==> src/sv/ps2mt_pkg.sv <==
// Package for the PS/2 mouse packet tracker: action codes, flag-bit
// positions, reset values and the cursor state struct.
// No dependencies.
package ps2mt_pkg;

	typedef enum logic [1:0] {
		ACT_BYTE    = 2'd0,
		ACT_POLL    = 2'd1,
		ACT_RESTART = 2'd2
	} action_t;

	// Bit positions in the flags byte (byte 0 of a packet)
	localparam int unsigned FLAG_ALIGN_BIT = 3;
	localparam int unsigned FLAG_X_OVF_BIT = 6;
	localparam int unsigned FLAG_Y_OVF_BIT = 7;
	localparam int unsigned BUTTON_W       = 3;

	localparam logic [7:0] MAX_COLUMN_RST = 8'd79;
	localparam logic [7:0] MAX_LINE_RST   = 8'd24;
	localparam logic [7:0] COLUMN_RST     = 8'd40;
	localparam logic [7:0] ROW_RST        = 8'd12;

	localparam logic CFG_MAX_COLUMN = 1'b0;
	localparam logic CFG_MAX_LINE   = 1'b1;

	typedef struct packed {
		logic [7:0]          column;
		logic [7:0]          row;
		logic [BUTTON_W-1:0] buttons;
	} cursor_t;

endpackage

==> src/sv/ps2mt_req_if.sv <==
// Request channel of the PS/2 mouse packet tracker (action + mouse byte).
// Depends on ps2mt_pkg.
interface ps2mt_req_if;
	import ps2mt_pkg::*;

	logic       valid;
	logic       ready;
	logic [1:0] action;
	logic [7:0] rx_byte;

	modport source (output valid, output action, output rx_byte, input ready);
	modport sink   (input valid, input action, input rx_byte, output ready);
endinterface

==> src/sv/ps2mt_rsp_if.sv <==
// Response channel of the PS/2 mouse packet tracker (poll results).
// Depends on ps2mt_pkg.
interface ps2mt_rsp_if;
	import ps2mt_pkg::*;

	logic                valid;
	logic                ready;
	logic                fresh;
	logic [7:0]          cursor_column;
	logic [7:0]          cursor_row;
	logic [BUTTON_W-1:0] button_bits;

	modport source (output valid, output fresh, output cursor_column, output cursor_row,
		output button_bits, input ready);
	modport sink   (input valid, input fresh, input cursor_column, input cursor_row,
		input button_bits, output ready);
endinterface

==> src/sv/ps2mt_apply.sv <==
// Packet apply logic: overflow masking, signed delta add (X) and subtract (Y), clamp to 0..max.
// Depends on ps2mt_pkg.
module ps2mt_apply (
	input  logic [7:0]        flags,
	input  logic [7:0]        dx_byte,
	input  logic [7:0]        dy_byte,
	input  ps2mt_pkg::cursor_t cur,
	input  logic [7:0]        max_column,
	input  logic [7:0]        max_line,
	output ps2mt_pkg::cursor_t nxt
);
	import ps2mt_pkg::*;

	logic signed [9:0] dx;
	logic signed [9:0] dy;
	logic signed [9:0] col_sum;
	logic signed [9:0] row_sum;

	function automatic logic [7:0] clamp_cell(input logic signed [9:0] v,
		input logic [7:0] top);
		logic [7:0] r;
		if (v[9]) begin
			r = 8'd0;
		end else if (v[8:0] > {1'b0, top}) begin
			r = top;
		end else begin
			r = v[7:0];
		end
		return r;
	endfunction

	always_comb begin
		dx = flags[FLAG_X_OVF_BIT] ? 10'sd0 : signed'({{2{dx_byte[7]}}, dx_byte});
		dy = flags[FLAG_Y_OVF_BIT] ? 10'sd0 : signed'({{2{dy_byte[7]}}, dy_byte});
		col_sum = signed'({2'b00, cur.column}) + dx;
		row_sum = signed'({2'b00, cur.row}) - dy;
		nxt.column  = clamp_cell(col_sum, max_column);
		nxt.row     = clamp_cell(row_sum, max_line);
		nxt.buttons = flags[BUTTON_W-1:0];
	end

endmodule

==> src/sv/ps2_mouse_packet_tracker.sv <==
// PS/2 mouse packet tracker, top level. A poll beat enters the input register,
// then is loaded into the result register once the result slot is free or being emptied.
// Throughput: one beat per cycle; the input register drains whenever it does not
// hold a poll blocked behind an untaken result.
// Reset (arst_n low): framing at byte 0, first packet skipped, cursor at 40/12,
// buttons and fresh flag clear, limits 79/24. Held packet bytes are not reset.
// Depends on ps2mt_pkg, ps2mt_req_if, ps2mt_rsp_if, ps2mt_apply.
module ps2_mouse_packet_tracker (
	input  logic        clk,
	input  logic        arst_n,
	ps2mt_req_if.sink   req,
	ps2mt_rsp_if.source rsp,
	input  logic        cfg_we,
	input  logic        cfg_index,
	input  logic [7:0]  cfg_data
);
	import ps2mt_pkg::*;

	// Configuration registers
	logic [7:0] max_column_q;
	logic [7:0] max_line_q;

	// Input register stage
	logic       valid_s1;
	action_t    action_s1;
	logic [7:0] byte_s1;

	// Tracker state
	logic [1:0] byte_pos_q,  byte_pos_d;
	logic [7:0] held0_q,     held0_d;
	logic [7:0] held1_q,     held1_d;
	logic       skip_q,      skip_d;
	logic       fresh_q,     fresh_d;
	cursor_t    cur_q,       cur_d;
	cursor_t    cur_applied;

	// Result register
	logic       out_valid_q;
	logic       out_fresh_q;
	cursor_t    out_cur_q;

	logic       go;
	logic       is_poll;
	logic       take_poll;

	always_ff @(posedge clk or negedge arst_n) begin
		if (!arst_n) begin
			max_column_q <= MAX_COLUMN_RST;
			max_line_q   <= MAX_LINE_RST;
		end else if (cfg_we) begin
			unique case (cfg_index)
				CFG_MAX_COLUMN: max_column_q <= cfg_data;
				CFG_MAX_LINE:   max_line_q   <= cfg_data;
				default:        max_column_q <= max_column_q;
			endcase
		end
	end

	// A poll may only leave the input stage if the result slot is free or
	// being emptied this cycle; everything else moves unconditionally.
	assign is_poll   = (action_s1 == ACT_POLL);
	assign go        = valid_s1 && (!is_poll || !out_valid_q || rsp.ready);
	assign take_poll = go && is_poll;
	assign req.ready = !valid_s1 || go;

	always_ff @(posedge clk or negedge arst_n) begin
		if (!arst_n) begin
			valid_s1 <= 1'b0;
		end else if (req.ready) begin
			valid_s1 <= req.valid;
		end
	end

	always_ff @(posedge clk) begin
		if (req.ready && req.valid) begin
			action_s1 <= action_t'(req.action);
			byte_s1   <= req.rx_byte;
		end
	end

	// Delta add and clamp for the packet completed by byte_s1
	ps2mt_apply u_apply (
		.flags      (held0_q),
		.dx_byte    (held1_q),
		.dy_byte    (byte_s1),
		.cur        (cur_q),
		.max_column (max_column_q),
		.max_line   (max_line_q),
		.nxt        (cur_applied)
	);

	always_comb begin
		byte_pos_d = byte_pos_q;
		held0_d    = held0_q;
		held1_d    = held1_q;
		skip_d     = skip_q;
		fresh_d    = fresh_q;
		cur_d      = cur_q;
		if (go) begin
			unique case (action_s1)
				ACT_BYTE: begin
					unique case (byte_pos_q)
						2'd0: begin
							// resync: only a byte with the align bit opens a packet
							if (byte_s1[FLAG_ALIGN_BIT]) begin
								held0_d    = byte_s1;
								byte_pos_d = 2'd1;
							end
						end
						2'd1: begin
							held1_d    = byte_s1;
							byte_pos_d = 2'd2;
						end
						default: begin
							byte_pos_d = 2'd0;
							if (skip_q) begin
								skip_d = 1'b0;
							end else begin
								cur_d   = cur_applied;
								fresh_d = 1'b1;
							end
						end
					endcase
				end
				ACT_POLL: begin
					fresh_d = 1'b0;
				end
				ACT_RESTART: begin
					byte_pos_d = 2'd0;
					fresh_d    = 1'b0;
					skip_d     = 1'b1;
				end
				default: begin
					// unused code: no state change
				end
			endcase
		end
	end

	always_ff @(posedge clk or negedge arst_n) begin
		if (!arst_n) begin
			byte_pos_q  <= 2'd0;
			skip_q      <= 1'b1;
			fresh_q     <= 1'b0;
			cur_q       <= '{column: COLUMN_RST, row: ROW_RST, buttons: '0};
		end else begin
			byte_pos_q  <= byte_pos_d;
			skip_q      <= skip_d;
			fresh_q     <= fresh_d;
			cur_q       <= cur_d;
		end
	end

	always_ff @(posedge clk) begin
		held0_q <= held0_d;
		held1_q <= held1_d;
	end

	// Result register: loaded by a poll, emptied when the sink takes it
	always_ff @(posedge clk or negedge arst_n) begin
		if (!arst_n) begin
			out_valid_q <= 1'b0;
		end else if (take_poll) begin
			out_valid_q <= 1'b1;
		end else if (rsp.ready) begin
			out_valid_q <= 1'b0;
		end
	end

	always_ff @(posedge clk) begin
		if (take_poll) begin
			out_fresh_q <= fresh_q;
			out_cur_q   <= cur_q;
		end
	end

	assign rsp.valid         = out_valid_q;
	assign rsp.fresh         = out_fresh_q;
	assign rsp.cursor_column = out_cur_q.column;
	assign rsp.cursor_row    = out_cur_q.row;
	assign rsp.button_bits   = out_cur_q.buttons;

endmodule
==> src/flat_wrapper.sv <==
// flat-port wrapper written by rule: the top's interface ports become plain ports
module ps2_mouse_packet_tracker_flat import ps2mt_pkg::*;
  (clk, arst_n, cfg_we, cfg_index, cfg_data, req_valid, req_action, req_rx_byte, req_ready, rsp_valid, rsp_fresh, rsp_cursor_column, rsp_cursor_row, rsp_button_bits, rsp_ready);
  ps2mt_req_if req_i ();
  ps2mt_rsp_if rsp_i ();
  input  logic clk;
  input  logic arst_n;
  input  logic cfg_we;
  input  logic cfg_index;
  input  logic [7:0] cfg_data;
  input wire logic [$bits(req_i.valid)-1:0] req_valid;
  input wire logic [$bits(req_i.action)-1:0] req_action;
  input wire logic [$bits(req_i.rx_byte)-1:0] req_rx_byte;
  output wire logic [$bits(req_i.ready)-1:0] req_ready;
  output wire logic [$bits(rsp_i.valid)-1:0] rsp_valid;
  output wire logic [$bits(rsp_i.fresh)-1:0] rsp_fresh;
  output wire logic [$bits(rsp_i.cursor_column)-1:0] rsp_cursor_column;
  output wire logic [$bits(rsp_i.cursor_row)-1:0] rsp_cursor_row;
  output wire logic [$bits(rsp_i.button_bits)-1:0] rsp_button_bits;
  input wire logic [$bits(rsp_i.ready)-1:0] rsp_ready;
  assign req_i.valid = req_valid;
  assign req_i.action = req_action;
  assign req_i.rx_byte = req_rx_byte;
  assign req_ready = req_i.ready;
  assign rsp_valid = rsp_i.valid;
  assign rsp_fresh = rsp_i.fresh;
  assign rsp_cursor_column = rsp_i.cursor_column;
  assign rsp_cursor_row = rsp_i.cursor_row;
  assign rsp_button_bits = rsp_i.button_bits;
  assign rsp_i.ready = rsp_ready;
  ps2_mouse_packet_tracker u_core (.clk(clk), .arst_n(arst_n), .req(req_i), .rsp(rsp_i), .cfg_we(cfg_we), .cfg_index(cfg_index), .cfg_data(cfg_data));
endmodule
==> config.mk <==
export PLATFORM = sky130hd
export DESIGN_NAME = ps2_mouse_packet_tracker_flat
export DESIGN_NICKNAME = d
export VERILOG_FILES = /design/src/sv/ps2mt_pkg.sv /design/src/sv/ps2mt_req_if.sv /design/src/sv/ps2mt_rsp_if.sv /design/src/sv/ps2mt_apply.sv /design/src/sv/ps2_mouse_packet_tracker.sv /design/src/flat_wrapper.sv
export SDC_FILE = /design/constraint.sdc
export NUM_CORES = 1
export LEC_CHECK = 0
export BUFFER_PORTS_ARGS = -buffer_cell sky130_fd_sc_hd__buf_2
export CAP_MARGIN = 20
export CORE_UTILIZATION = 38
export CTS_BUF_LIST = sky130_fd_sc_hd__clkbuf_16
export CTS_CLUSTER_SIZE = 25
export DETAILED_ROUTE_END_ITERATION = 10
export GPL_TIMING_DRIVEN = 0
export SYNTH_ARGS = -nofsm -noshare
export SYNTH_HDL_FRONTEND = slang
export SYNTH_SLANG_ARGS = --single-unit
==> constraint.sdc <==
create_clock -name clk -period 4.68 [get_ports clk]
set_input_delay 0 -clock clk [delete_from_list [all_inputs] [get_ports clk]]
set_output_delay 0 -clock clk [all_outputs]
set_load 0.1 [all_outputs]
==> results.tsv, run 1 <==
stage	metric	value	unit
sta	hold_viol_final	0	
worst_setup_path	rrSetupSlack	0.60	ns
pwr	vdd_drop_max	0.1847	mV
synth	ys_seq_elements	84	
synth	synth.mux.area_fraction	6.684	%
global_route	grt_max_degree	42	
floorplanning	die_area	12060	µm²
routing	postRouteAntennaNets	0	
sta	slew_headroom	58.08	%
placed_design	post-place-ws	0.6230	ns
sta	finClkSkew	0.005899	ns
sta	fmax	0.2450	GHz
sta	tightestPinTransition	0.6272	ns
clock_network	htreeDepth	3	
layout	drive_gt1_share	22.01	%
floorplanning	start_util	38.86	%
synth	yosys.area.top_type	edfxtp_1	
worst_setup_path	r2r.worst_path.cells	15	
layout	final_nets	528	
floorplanning	io_pins	46	
pwr	swShare	31.09	%
worst_setup_path	worstSetupEndpointType	flop	
clock_network	clk_latency	0.35	ns
pwr	p_total	2.077	mW
worst_setup_path	critPathTopFamily	compound AO/OA/AOI/OAI gates	
sta	fin_crit_sh	87.21	%
synth	yosysMostFrequentCell	edfxtp_1	
clock_network	cts.sinks	84	
routing	dr.pass1.iters	4	
pwr	p_int	1.432	mW
sta	finalWorstSetupSlack	0.5984	ns
worst_setup_path	reg2reg_from	u_core.held0_q[7]$_DFFE_PP_	
clock_network	cts_made_buffers	9	
worst_setup_path	path_buf_inv	0	
clock_network	post-cts-setup-buffers	0	
placed_design	port_buffers	45	
synth	avgSynthCellArea	11.69	µm²
sta	setup_viol	0	
min_path	min_path_type	in -> async	
worst_setup_path	crit_fanout	8	
worst_setup_path	cp_slowest_cell	edfxtp_1	
routing	drc	0	
pwr	leakage	2.377	nW
floorplanning	core_area	11370	µm²
placed_design	dpl.cell_count	568	
status	outcome	finished clean	
synth	synth-compound-area-share	12.23	%
placed_design	dp_hpwl	6633	µm
layout	nFillCells	1014	
clock_network	clk_pin_slew	0.07	ns
global_route	first_global_vias	3140	
flow_run	maxCapViolations	0	
routing	routed_wl	9300	µm
pwr	power_density	383.5	nW/µm²
layout	antenna_cells	0	
layout	area_growth	22.60	%
clock_network	clk_path_buf_depth	2	
global_route	grt_use_total	17.14	%
synth	synth_top_area_share	29.23	%
worst_setup_path	arrival	4.31	ns
routing	drt_iter0_markers	69	
global_route	grt_pass1_wl	15170	µm
clock_network	cts_tree	built	
worst_setup_path	worstSetupPathType	reg -> reg	
pwr	seq_power_share	43.4	%
sta	maxSlewViolCount	0	
clock_network	cts-root-buf	clkbuf_16	
routing	num_vias	3077	
synth	synth_edf_count	43	
routing	wire_per_inst	15.22	µm
worst_setup_path	cp_slowest_stage_delay	0.47	ns
routing	vias_per_cell	5.036	
sta	fin_crit	4.082	ns
floorplanning	fp.dieH	109.8	µm
synth	synth-async-reset-ratio	48.81	%
floorplanning	dieWidth	109.8	µm
floorplanning	num_rows	39	
sta	final.setup.tns	0	ns
synth	synth_cells	378	
layout	instances_no_fill	611	
global_route	grt_overflow	0	
synth	yosys.area_share.simple	11.16	%
worst_setup_path	cp.required	4.91	ns
sta	rsz0062_at_grt	no	
synth	synth_warnings	0	
synth	synth_top_family_by_area	compound AO/OA/AOI/OAI gates	
synth	synth-xor-area-share	1.586	%
pwr	combPwrFrac	22.8	%
pwr	p_switching	0.6458	mW
synth	synth_area	4418	µm²
pwr	power_frac_clock	33.8	%
worst_setup_path	rr_endpoint	u_core.cur_q[9]$_DFFE_PN0P_	
placed_design	gp_congestion	0.8244	
synth	ys_types	55	
synth	synth_commonest_cells	43 x edfxtp_1, 39 x ha_1, 37 x inv_1, 30 x nand2_1, 29 x dfrtp_1	
synth	synthAdderAreaFrac	11.95	%
synth	ys.flop_type	edfxtp_1	
worst_setup_path	critPathLaunchType	flop	
global_route	antenna_found_initial	0	
worst_setup_path	cp_cell_sequence	nand2b_1 > ha_1 > nor2b_1 > o31a_1 > o21ba_2 > o21ai_0 > a21oi_1 > or2_2 > ha_1 > a2111oi_0 > o221ai_1 > o221ai_1 > nand3_2 > mux2i_1 > o21ai_0	
synth	yosysSeqAreaShare	52.79	%
synth	syn_nets	443	
synth	synthTopCellsByArea	edfxtp_1 29%, dfrtp_1 16%, ha_1 11%	
## worst max path at each step
| stage | from | endpoint | slack (ns) | cells past startpoint |
|---|---|---|---|---|
| after detailed placement | u_core.held0_q[7]$_DFFE_PP_ | u_core.cur_q[9]$_DFFE_PN0P_ | 0.62 | 15 |
| final | u_core.held0_q[7]$_DFFE_PP_ | u_core.cur_q[9]$_DFFE_PN0P_ | 0.60 | 15 |
| after global routing | u_core.held0_q[7]$_DFFE_PP_ | u_core.cur_q[9]$_DFFE_PN0P_ | 0.32 | 15 |
| after global placement | u_core.held0_q[6]$_DFFE_PP_ | u_core.cur_q[15]$_DFFE_PN0P_ | 0.74 | 16 |
| after floorplan | u_core.held0_q[7]$_DFFE_PP_ | u_core.cur_q[10]$_DFFE_PN0P_ | 1.26 | 15 |
| after CTS | u_core.held0_q[7]$_DFFE_PP_ | u_core.cur_q[9]$_DFFE_PN0P_ | 0.61 | 15 |
## power by group through the flow
stage	clock network [mW]	logic (mW)	registers [mW]
after floorplan	0	0.307	0.950
after detailed placement	0	0.454	0.916
final	0.702	0.474	0.901
after global placement	0	0.444	0.915
after global routing	0.753	0.523	0.910
after CTS	0.722	0.473	0.902
## routing by layer
layer | vias up | part of all wire, % | GRT usage, %
met5 | - | 0 | 0
met4 | 0 | 3.4 | 9.619
met3 | 23 | 2.9 | 3.557
met2 | 59 | 47 | 27.86
met1 | 1474 | 47 | 21.16
li1 | 1521 | - | -
## cell families after synthesis
| kind of cell | Yosys count |
|---|---|
| AND/OR/NAND/NOR | 93 |
| AO/OA/AOI/OAI | 82 |
| flip-flops | 84 |
| buffers and inverters | 42 |
| adder cells (fa/ha/maj) | 41 |
| XOR/XNOR | 8 |
| multiplexers | 28 |
## layout by cell type, fill, tap and decap left out, types with 2 or more instances in the layout
cell type	n
xnor2_1	7
dfrtp_1	29
buf_2	47
nand2_1	30
a21oi_1	15
o21a_1	5
o221ai_1	2
nand2b_1	11
ha_1	39
clkbuf_16	9
nand3_2	2
a2111oi_0	2
nor2_1	12
inv_1	37
o21ai_0	24
nor2b_1	13
o21ai_1	9
o31a_1	2
and3_1	4
a22o_1	2
inv_8	3
a211oi_1	2
dfstp_2	12
dlygate4sd3_1	25
or2_2	2
edfxtp_1	43
inv_6	2
clkbuf_1	3
a21o_1	7
mux2_2	12
mux2i_1	16
nor3_1	2
fa_1	2
nand4_1	6
## state kept, by name, indices dropped and copies added, names as in the netlist
signal	cells
u_core.rsp.valid	1
u_core.cur_q	19
u_core.rsp.button_bits	3
u_core.held0_q	5
u_core.held1_q	8
u_core.valid_s1	1
u_core.byte_pos_q	2
u_core.max_column_q	8
u_core.rsp.cursor_row	8
u_core.rsp.cursor_column	8
u_core.action_s1	2
u_core.max_line_q	8
u_core.skip_q	1
u_core.byte_s1	8
u_core.rsp.fresh	1
u_core.fresh_q	1
## final cells by class
| class | count | area, µm² | area share [%] |
|---|---|---|---|
| Multi-Input combinational cell | 252 | 1927 | 35.57 |
| Clock inverter | 7 | 67.56 | 1.247 |
| Inverter | 38 | 142.6 | 2.633 |
| Timing Repair Buffer | 74 | 526.8 | 9.725 |
| Clock buffer | 9 | 225.2 | 4.158 |
| Tap cell | 143 | 178.9 | 3.303 |
| Sequential cell | 84 | 2332 | 43.06 |
| Buffer | 4 | 16.27 | 0.3003 |
## what timing repair did
action	in CTS	in global routing
gates resized for setup	0	0
hold buffers	25	0
hold endpoints to repair	57	0
## stage by stage
step           util [%]  hold WS (ns)  area (µm²)
6_report          47.64        0.1151        5416
2_1_floorplan         -       -0.2956        4418
3_5_place_dp      42.56        0.1781        4838
5_1_grt           47.64        0.1386        5416
4_1_cts           47.33        0.1033        5381
3_3_place_gp      42.41        0.1762        4822
No activity file was read; power rests on OpenSTA's default activity.
==> run 2: changes to the inputs <==
Settings changed: SYNTH_HIERARCHICAL set to 1.
==> run 2 against run 1 <==
Compared with the run above:
- the run now ends with design-rule violations left
- clock skew rose by 0.0038 ns
- combinational power up 25%
- cell area is 2.7% higher
- worst setup slack worse by 0.19 ns
- via count fell by 2.3%
- clock power grew 6.4%
- clock-buffer cell count stayed put
- highest routed layer unchanged
- core utilization up 0.28 points
==> results.tsv, run 2 <==
stage	metric	value	unit	change
global_route	first_global_vias	3063		-2.5%
sta	fin_crit_sh	91.31	%	+4.1 points
worst_setup_path	crit_top_cell	ha_1		
layout	regMostFlops	u_core/cur_q		
placed_design	dp_hpwl	6448	µm	-2.8%
worst_setup_path	cp_slowest_cell	a2111oi_0		
sta	finClkSkew	0.009706	ns	+0.003807 ns
floorplanning	fp.dieH	112.3	µm	+2.3%
pwr	vdd_drop_max	0.2130	mV	+15%
pwr	p_total	2.259	mW	+8.7%
floorplanning	die_area	12610	µm²	+4.6%
pwr	power_density	405.9	nW/µm²	+5.8%
sta	hold_viol_final	0		unchanged
clock_network	cts.sinks	84		unchanged
floorplanning	start_util	39.81	%	+0.95 points
clock_network	htreeDepth	3		unchanged
layout	final_nets	516		-2.3%
layout	antenna_cells	0		unchanged
flow_run	maxCapViolations	0		unchanged
status	outcome	finished, violations left		
routing	dr.pass1.iters	7		+3
routing	vias_per_cell	5.008		-0.55%
worst_setup_path	worstSetupPathType	reg -> reg		
global_route	grt_use_total	15.71	%	-1.4 points
min_path	holdPathStages	3		
routing	drt_iter0_markers	74		+7.2%
synth	synth_cells	374		-1.1%
clock_network	clk_latency	0.35	ns	about the same
synth	synth_area	4623	µm²	+4.6%
status	violations	design-rule violations		
min_path	hold_start	cfg_we		
clock_network	cts_made_buffers	9		unchanged
worst_setup_path	arrival	4.51	ns	+0.20 ns
routing	drc	3		+3
worst_setup_path	critPathTopFamily	compound AO/OA/AOI/OAI gates		
worst_setup_path	path_depth	16		+1
layout	final_cell_mix	47 x buf_2, 43 x edfxtp_1, 38 x ha_1		
worst_setup_path	crit_fanout	10		+2
clock_network	clk_pin_slew	0.07	ns	about the same
pwr	leakage	2.464	nW	+3.7%
worst_setup_path	worstSetupEndpointType	flop		
layout	area_growth	20.38	%	
synth	synth_warnings	6		+6
sta	rsz0062_at_grt	no		
synth	syn_nets	438		-1.1%
worst_setup_path	reg2reg_from	u_core/byte_s1[0]$_DFFE_PP_		
min_path	min_to	u_core/max_line_q[7]$_DFFE_PN0P_		
routing	routed_wl	8965	µm	-3.6%
placed_design	port_buffers	45		unchanged
floorplanning	num_rows	39		unchanged
clock_network	cts_tree	built		
sta	fmax	0.2340	GHz	-4.5%
worst_setup_path	cp_cell_sequence	nor2b_1 > ha_1 > fa_1 > and4b_1 > a211oi_1 > o21bai_1 > xor2_1 > ha_1 > a2111oi_0 > o21ai_0 > o211ai_1 > o2111ai_1 > buf_2 > mux2i_1 > nor2_1 > mux2_2		
floorplanning	io_pins	46		unchanged
global_route	grt_overflow	0		unchanged
worst_setup_path	path_buf_inv	1		+1
global_route	antenna_found_initial	0		unchanged
synth	avgSynthCellArea	12.36	µm²	+5.8%
sta	setup_viol	0		unchanged
worst_setup_path	rrSetupSlack	0.41	ns	-0.19 ns
min_path	min_path_type	in -> reg		
routing	wire_per_inst	14.94	µm	-1.8%
global_route	grt_pass1_wl	14980	µm	-1.2%
worst_setup_path	r2r.worst_path.cells	16		+1
worst_setup_path	rr_endpoint	u_core/cur_q[8]$_DFFE_PN0P_		
placed_design	placed_cell_area	5027	µm²	+3.9%
sta	tightestPinTransition	0.9682	ns	+0.3410 ns
worst_setup_path	critPathLaunchType	flop		
global_route	grt_max_degree	42		unchanged
layout	final_cell_area	5565	µm²	+2.7%
layout	largest_reg_flops	19		unchanged
worst_setup_path	cp.required	4.91	ns	about the same
sta	final.setup.tns	0	ns	unchanged
floorplanning	dieWidth	112.3	µm	+2.3%
layout	drive_gt1_share	26.91	%	+4.9 points
routing	postRouteAntennaNets	0		unchanged
clock_network	cts.repair.resized	0		unchanged
sta	fin_crit	4.273	ns	+0.1918 ns
routing	num_vias	3005		-2.3%
clock_network	cts-root-buf	clkbuf_16		
layout	layout_commonest_cell	buf_2		
sta	slew_headroom	35.46	%	-23 points
floorplanning	core_area	11610	µm²	+2.1%
sta	maxSlewViolCount	0		unchanged
clock_network	clk_path_buf_depth	2		unchanged
worst_setup_path	cp_slowest_stage_delay	0.46	ns	about the same
placed_design	gp_congestion	0.8635		+4.7%
==> run 2: cell count changes in the layout (fill, tap and decap cells not counted), sizes merged, moves of 4 or more <==
cell / before / now
mux2: 12 / 35
a21o: 7 / 2
mux2i: 16 / 12
nor3: 2 / 6
nor2: 12 / 21
dlygate4sd3: 25 / 21
o211ai: 0 / 6
nand3: 3 / 8
o21ai: 34 / 3
nand2: 31 / 14
==> run 2: final cells by class <==
type | instances | area [µm²]
timing repair buffer | 67 | 450.4
tap | 143 | 178.9
clock buffer | 9 | 225.2
fill | 1046 | 6048
inverter | 35 | 131.4
clock inverter | 7 | 87.58
sequential | 84 | 2332
multi-input combinational | 248 | 2103
buffer | 7 | 56.30
==> run 2: how the worst max path moves through the flow <==
stage | startpoint | to | slack (ns)
after global routing | u_core/held0_q[7]$_DFFE_PP_ | u_core/cur_q[8]$_DFFE_PN0P_ | 0.10
after global placement | u_core/held0_q[7]$_DFFE_PP_ | u_core/cur_q[7]$_DFFE_PN0P_ | 0.63
after CTS | u_core/held0_q[7]$_DFFE_PP_ | u_core/cur_q[8]$_DFFE_PN0P_ | 0.47
after detailed placement | u_core/held0_q[7]$_DFFE_PP_ | u_core/cur_q[8]$_DFFE_PN0P_ | 0.54
after floorplan | u_core/byte_s1[0]$_DFFE_PP_ | u_core/cur_q[7]$_DFFE_PN0P_ | 1.12
final | u_core/byte_s1[0]$_DFFE_PP_ | u_core/cur_q[8]$_DFFE_PN0P_ | 0.41
==> run 2: report_power, final <==
part | switching [mW] | internal (mW) | leakage, nW
combinational | 0.335 | 0.257 | 1.40
sequential | 0.0539 | 0.865 | 0.908
clock | 0.319 | 0.429 | 0.155
==> run 2: worst reg2reg max path: stages, from the launching register on <==
cell and delay (ns):
edfxtp_1 0.44, nor2b_1 0.17, ha_1 0.21, fa_1 0.43
and4b_1 0.27, a211oi_1 0.07, o21bai_1 0.17, xor2_1 0.24
ha_1 0.30, a2111oi_0 0.46, o21ai_0 0.17, o211ai_1 0.28
o2111ai_1 0.19, buf_2 0.24, mux2i_1 0.17, nor2_1 0.06
mux2_2 0.29
==> run 2: metrics by stage <==
| step | instances | utilization, % | setup slack, ns | hold slack [ns] |
|---|---|---|---|---|
| after floorplan | 374 | - | 1.125 | -0.2956 |
| after global placement | 562 | 43.29 | 0.6310 | 0.1767 |
| after detailed placement | 562 | 43.29 | 0.5372 | 0.1781 |
| after CTS | 599 | 47.79 | 0.4743 | 0.2649 |
| after global routing | 600 | 47.92 | 0.1048 | 0.2899 |
| final | 600 | 47.92 | 0.4066 | 0.2716 |
==> run 2: what timing repair did <==
item | CTS | global route
hold endpoints to repair | 57 | 0
hold buffers | 21 | 0
buffers inserted | 0 | 0
==> run 2: routing by layer <==
| layer | GRT usage [%] | share of wire, % | vias to the layer above |
|---|---|---|---|
| li1 | - | - | 1517 |
| met1 | 19.89 | 46 | 1429 |
| met2 | 25.38 | 48 | 47 |
| met3 | 3.780 | 3.8 | 12 |
| met4 | 7.556 | 2.0 | 0 |
| met5 | 0 | 0 | - |
==> run 3: changes to the inputs <==
Settings changed: SKIP_CTS_REPAIR_TIMING set to 1, SKIP_LAST_GASP set to 1.
Clock period 4.68 ns to 4.22 ns, I/O delays scaled along.
==> run 3 against run 2 <==
Compared with the run above:
- the flow still finishes with violations (design-rule violations)
- fmax grew 5.3%
- clock-buffer cell count stayed put
- critical path depth unchanged
- largest cell class unchanged
==> results.tsv, run 3 (synthesis results as in run 2) <==
stage	metric	value	unit	change
status	outcome	finished, violations left		
status	violations	design-rule violations		
placed_design	placed_cell_area	5027	µm²	unchanged
layout	final_cell_mix	46 x buf_2, 43 x edfxtp_1, 38 x ha_1		
global_route	grt_pass1_wl	14570	µm	-2.8%
worst_setup_path	crit_fanout	10		unchanged
worst_setup_path	critPathLaunchType	flop		
sta	hold_viol_final	0		unchanged
layout	final_util	48.44	%	+0.52 points
clock_network	clk_latency	0.35	ns	about the same
routing	postRouteAntennaNets	0		unchanged
layout	regMostFlops	u_core/cur_q		
sta	maxSlewViolCount	0		unchanged
worst_setup_path	worstSetupPathType	reg -> reg		
layout	layout_commonest_cell	buf_2		
pwr	combPwrFrac	27.6	%	+1.4 points
pwr	leakage	2.487	nW	+0.92%
sta	fmax	0.2465	GHz	+5.3%
layout	drive_gt1_share	28.42	%	+1.5 points
clock_network	clk_pin_slew	0.07	ns	about the same
clock_network	cts_made_buffers	9		unchanged
floorplanning	num_rows	39		unchanged
placed_design	post-place-ws	0.07720	ns	-0.4600 ns
routing	dr.pass1.iters	8		+1
worst_setup_path	cp_slowest_cell	edfxtp_1		
floorplanning	dieWidth	112.3	µm	unchanged
sta	slew_headroom	35.28	%	-0.18 points
routing	drt_iter0_markers	84		+14%
pwr	vdd_drop_max	0.2381	mV	+12%
layout	area_growth	21.68	%	
clock_network	cts_tree	built		
pwr	seq_power_share	39.9	%	-0.8 points
pwr	power_density	453.8	nW/µm²	+12%
floorplanning	die_area	12610	µm²	unchanged
flow_run	maxCapViolations	0		unchanged
placed_design	port_buffers	45		unchanged
routing	routed_wl	9116	µm	+1.7%
pwr	p_total	2.553	mW	+13%
sta	setup_viol	0		unchanged
pwr	p_int	1.751	mW	+13%
floorplanning	fp.dieH	112.3	µm	unchanged
sta	fin_crit_sh	96.13	%	+4.8 points
pwr	p_switching	0.8019	mW	+13%
sta	tightestPinTransition	0.9708	ns	+0.002699 ns
global_route	antenna_found_initial	0		unchanged
placed_design	gp_congestion	0.8635		unchanged
clock_network	cts-root-buf	clkbuf_16		
min_path	min_path_type	in -> reg		
layout	final_cell_area	5625	µm²	+1.1%
layout	largest_reg_flops	19		unchanged
worst_setup_path	cp_slowest_stage_delay	0.44	ns	-0.02 ns
worst_setup_path	cp_cell_sequence	nor2b_1 > ha_1 > fa_2 > and4b_1 > a211oi_2 > o21bai_1 > xor2_1 > ha_1 > a2111oi_2 > o21ai_0 > o211ai_1 > o2111ai_2 > buf_4 > mux2i_1 > nor2_1 > mux2_2		
worst_setup_path	worstSetupEndpointType	flop		
routing	drc	3		unchanged
worst_setup_path	arrival	4.29	ns	-0.22 ns
floorplanning	start_util	39.81	%	unchanged
pwr	swShare	31.41	%	+0.087 points
placed_design	dp_hpwl	6448	µm	unchanged
layout	final_nets	520		+0.78%
pwr	power_frac_clock	32.4	%	-0.7 points
worst_setup_path	crit_top_cell	ha_1		
global_route	first_global_vias	2934		-4.2%
sta	finClkSkew	0.008958	ns	-0.0007475 ns
worst_setup_path	path_buf_inv	1		unchanged
global_route	grt_max_degree	42		unchanged
clock_network	clk_path_buf_depth	2		unchanged
clock_network	cts.sinks	84		unchanged
worst_setup_path	cp.required	4.45	ns	-0.46 ns
routing	vias_per_cell	5.040		+0.63%
routing	wire_per_inst	15.09	µm	+1.0%
sta	whs	0.2770	ns	+0.005447 ns
sta	rsz0062_at_grt	yes		
sta	fin_crit	4.057	ns	-0.2166 ns
sta	finalWorstSetupSlack	0.1632	ns	-0.2434 ns
floorplanning	core_area	11610	µm²	unchanged
global_route	grt_overflow	0		unchanged
global_route	grt_use_total	15.31	%	-0.40 points
layout	antenna_cells	0		unchanged
routing	num_vias	3044		+1.3%
floorplanning	io_pins	46		unchanged
clock_network	htreeDepth	3		unchanged
worst_setup_path	critPathTopFamily	compound AO/OA/AOI/OAI gates		
## run 3: cell count changes in the layout (fill, tap and decap cells not counted)
cell	previous run	this run
o2111ai_1	2	1
a211oi_1	4	3
buf_4	3	7
a2111oi_0	1	0
o2111ai_2	0	2
a211oi_2	1	2
buf_2	47	46
fa_1	2	1
fa_2	0	1
a2111oi_2	0	1
## run 3: tightest hold or removal path: stages
cell	delay [ns]
buf_2	0.10
nand2_1	0.27
mux2_2	0.22
## run 3: routing by layer
layer,vias up,GRT usage [%],share of wire (%)
met5,-,0,0
met4,0,7.556,2.2
met3,14,3.834,3.4
met2,45,24.22,48
met1,1456,19.63,46
li1,1529,-,-
## run 3: path summary, 6_finish.rpt
kind | from | to | slack (ns) | cells past startpoint
max | u_core/byte_s1[0]$_DFFE_PP_ | u_core/cur_q[8]$_DFFE_PN0P_ | 0.16 | 16
min | cfg_we | u_core/max_line_q[7]$_DFFE_PN0P_ | 0.28 | 3
max reg2reg | u_core/byte_s1[0]$_DFFE_PP_ | u_core/cur_q[8]$_DFFE_PN0P_ | 0.16 | 16
min reg2reg | u_core/cur_q[0]$_DFFE_PN0P_ | u_core/rsp.button_bits[0]$_DFFE_PP_ | 0.45 | 0
max in group asynchronous | arst_n | u_core/cur_q[8]$_DFFE_PN0P_ | 3.26 | 2
min in group asynchronous | arst_n | u_core/max_column_q[7]$_DFFE_PN0P_ | 0.36 | 2
## run 3: metrics by stage
| step | instances | setup TNS, ns |
|---|---|---|
| 2_1_floorplan | 374 | 0 |
| 3_3_place_gp | 562 | 0 |
| 3_5_place_dp | 562 | 0 |
| 4_1_cts | 578 | 0 |
| 5_1_grt | 604 | -0.09909 |
| 6_report | 604 | 0 |
## run 3: area by class of cell
cell class,instances,area (µm²)
plain buffers,7,58.81
clock buffers,9,225.2
clock inverters,7,87.58
fillers,1040,5988
inverters,35,131.4
multi-input cells,249,2138
flip-flops and latches,84,2332
well taps,143,178.9
repair buffers,70,473.0
## run 3: power by group through the flow
stage / Sequential, mW / Combinational (mW) / Clock [mW]
global route: 1.03 / 0.781 / 0.894
global placement: 1.03 / 0.624 / 0
floorplan: 1.08 / 0.452 / 0
finish: 1.02 / 0.706 / 0.828
CTS: 1.02 / 0.642 / 0.861
detailed placement: 1.04 / 0.638 / 0
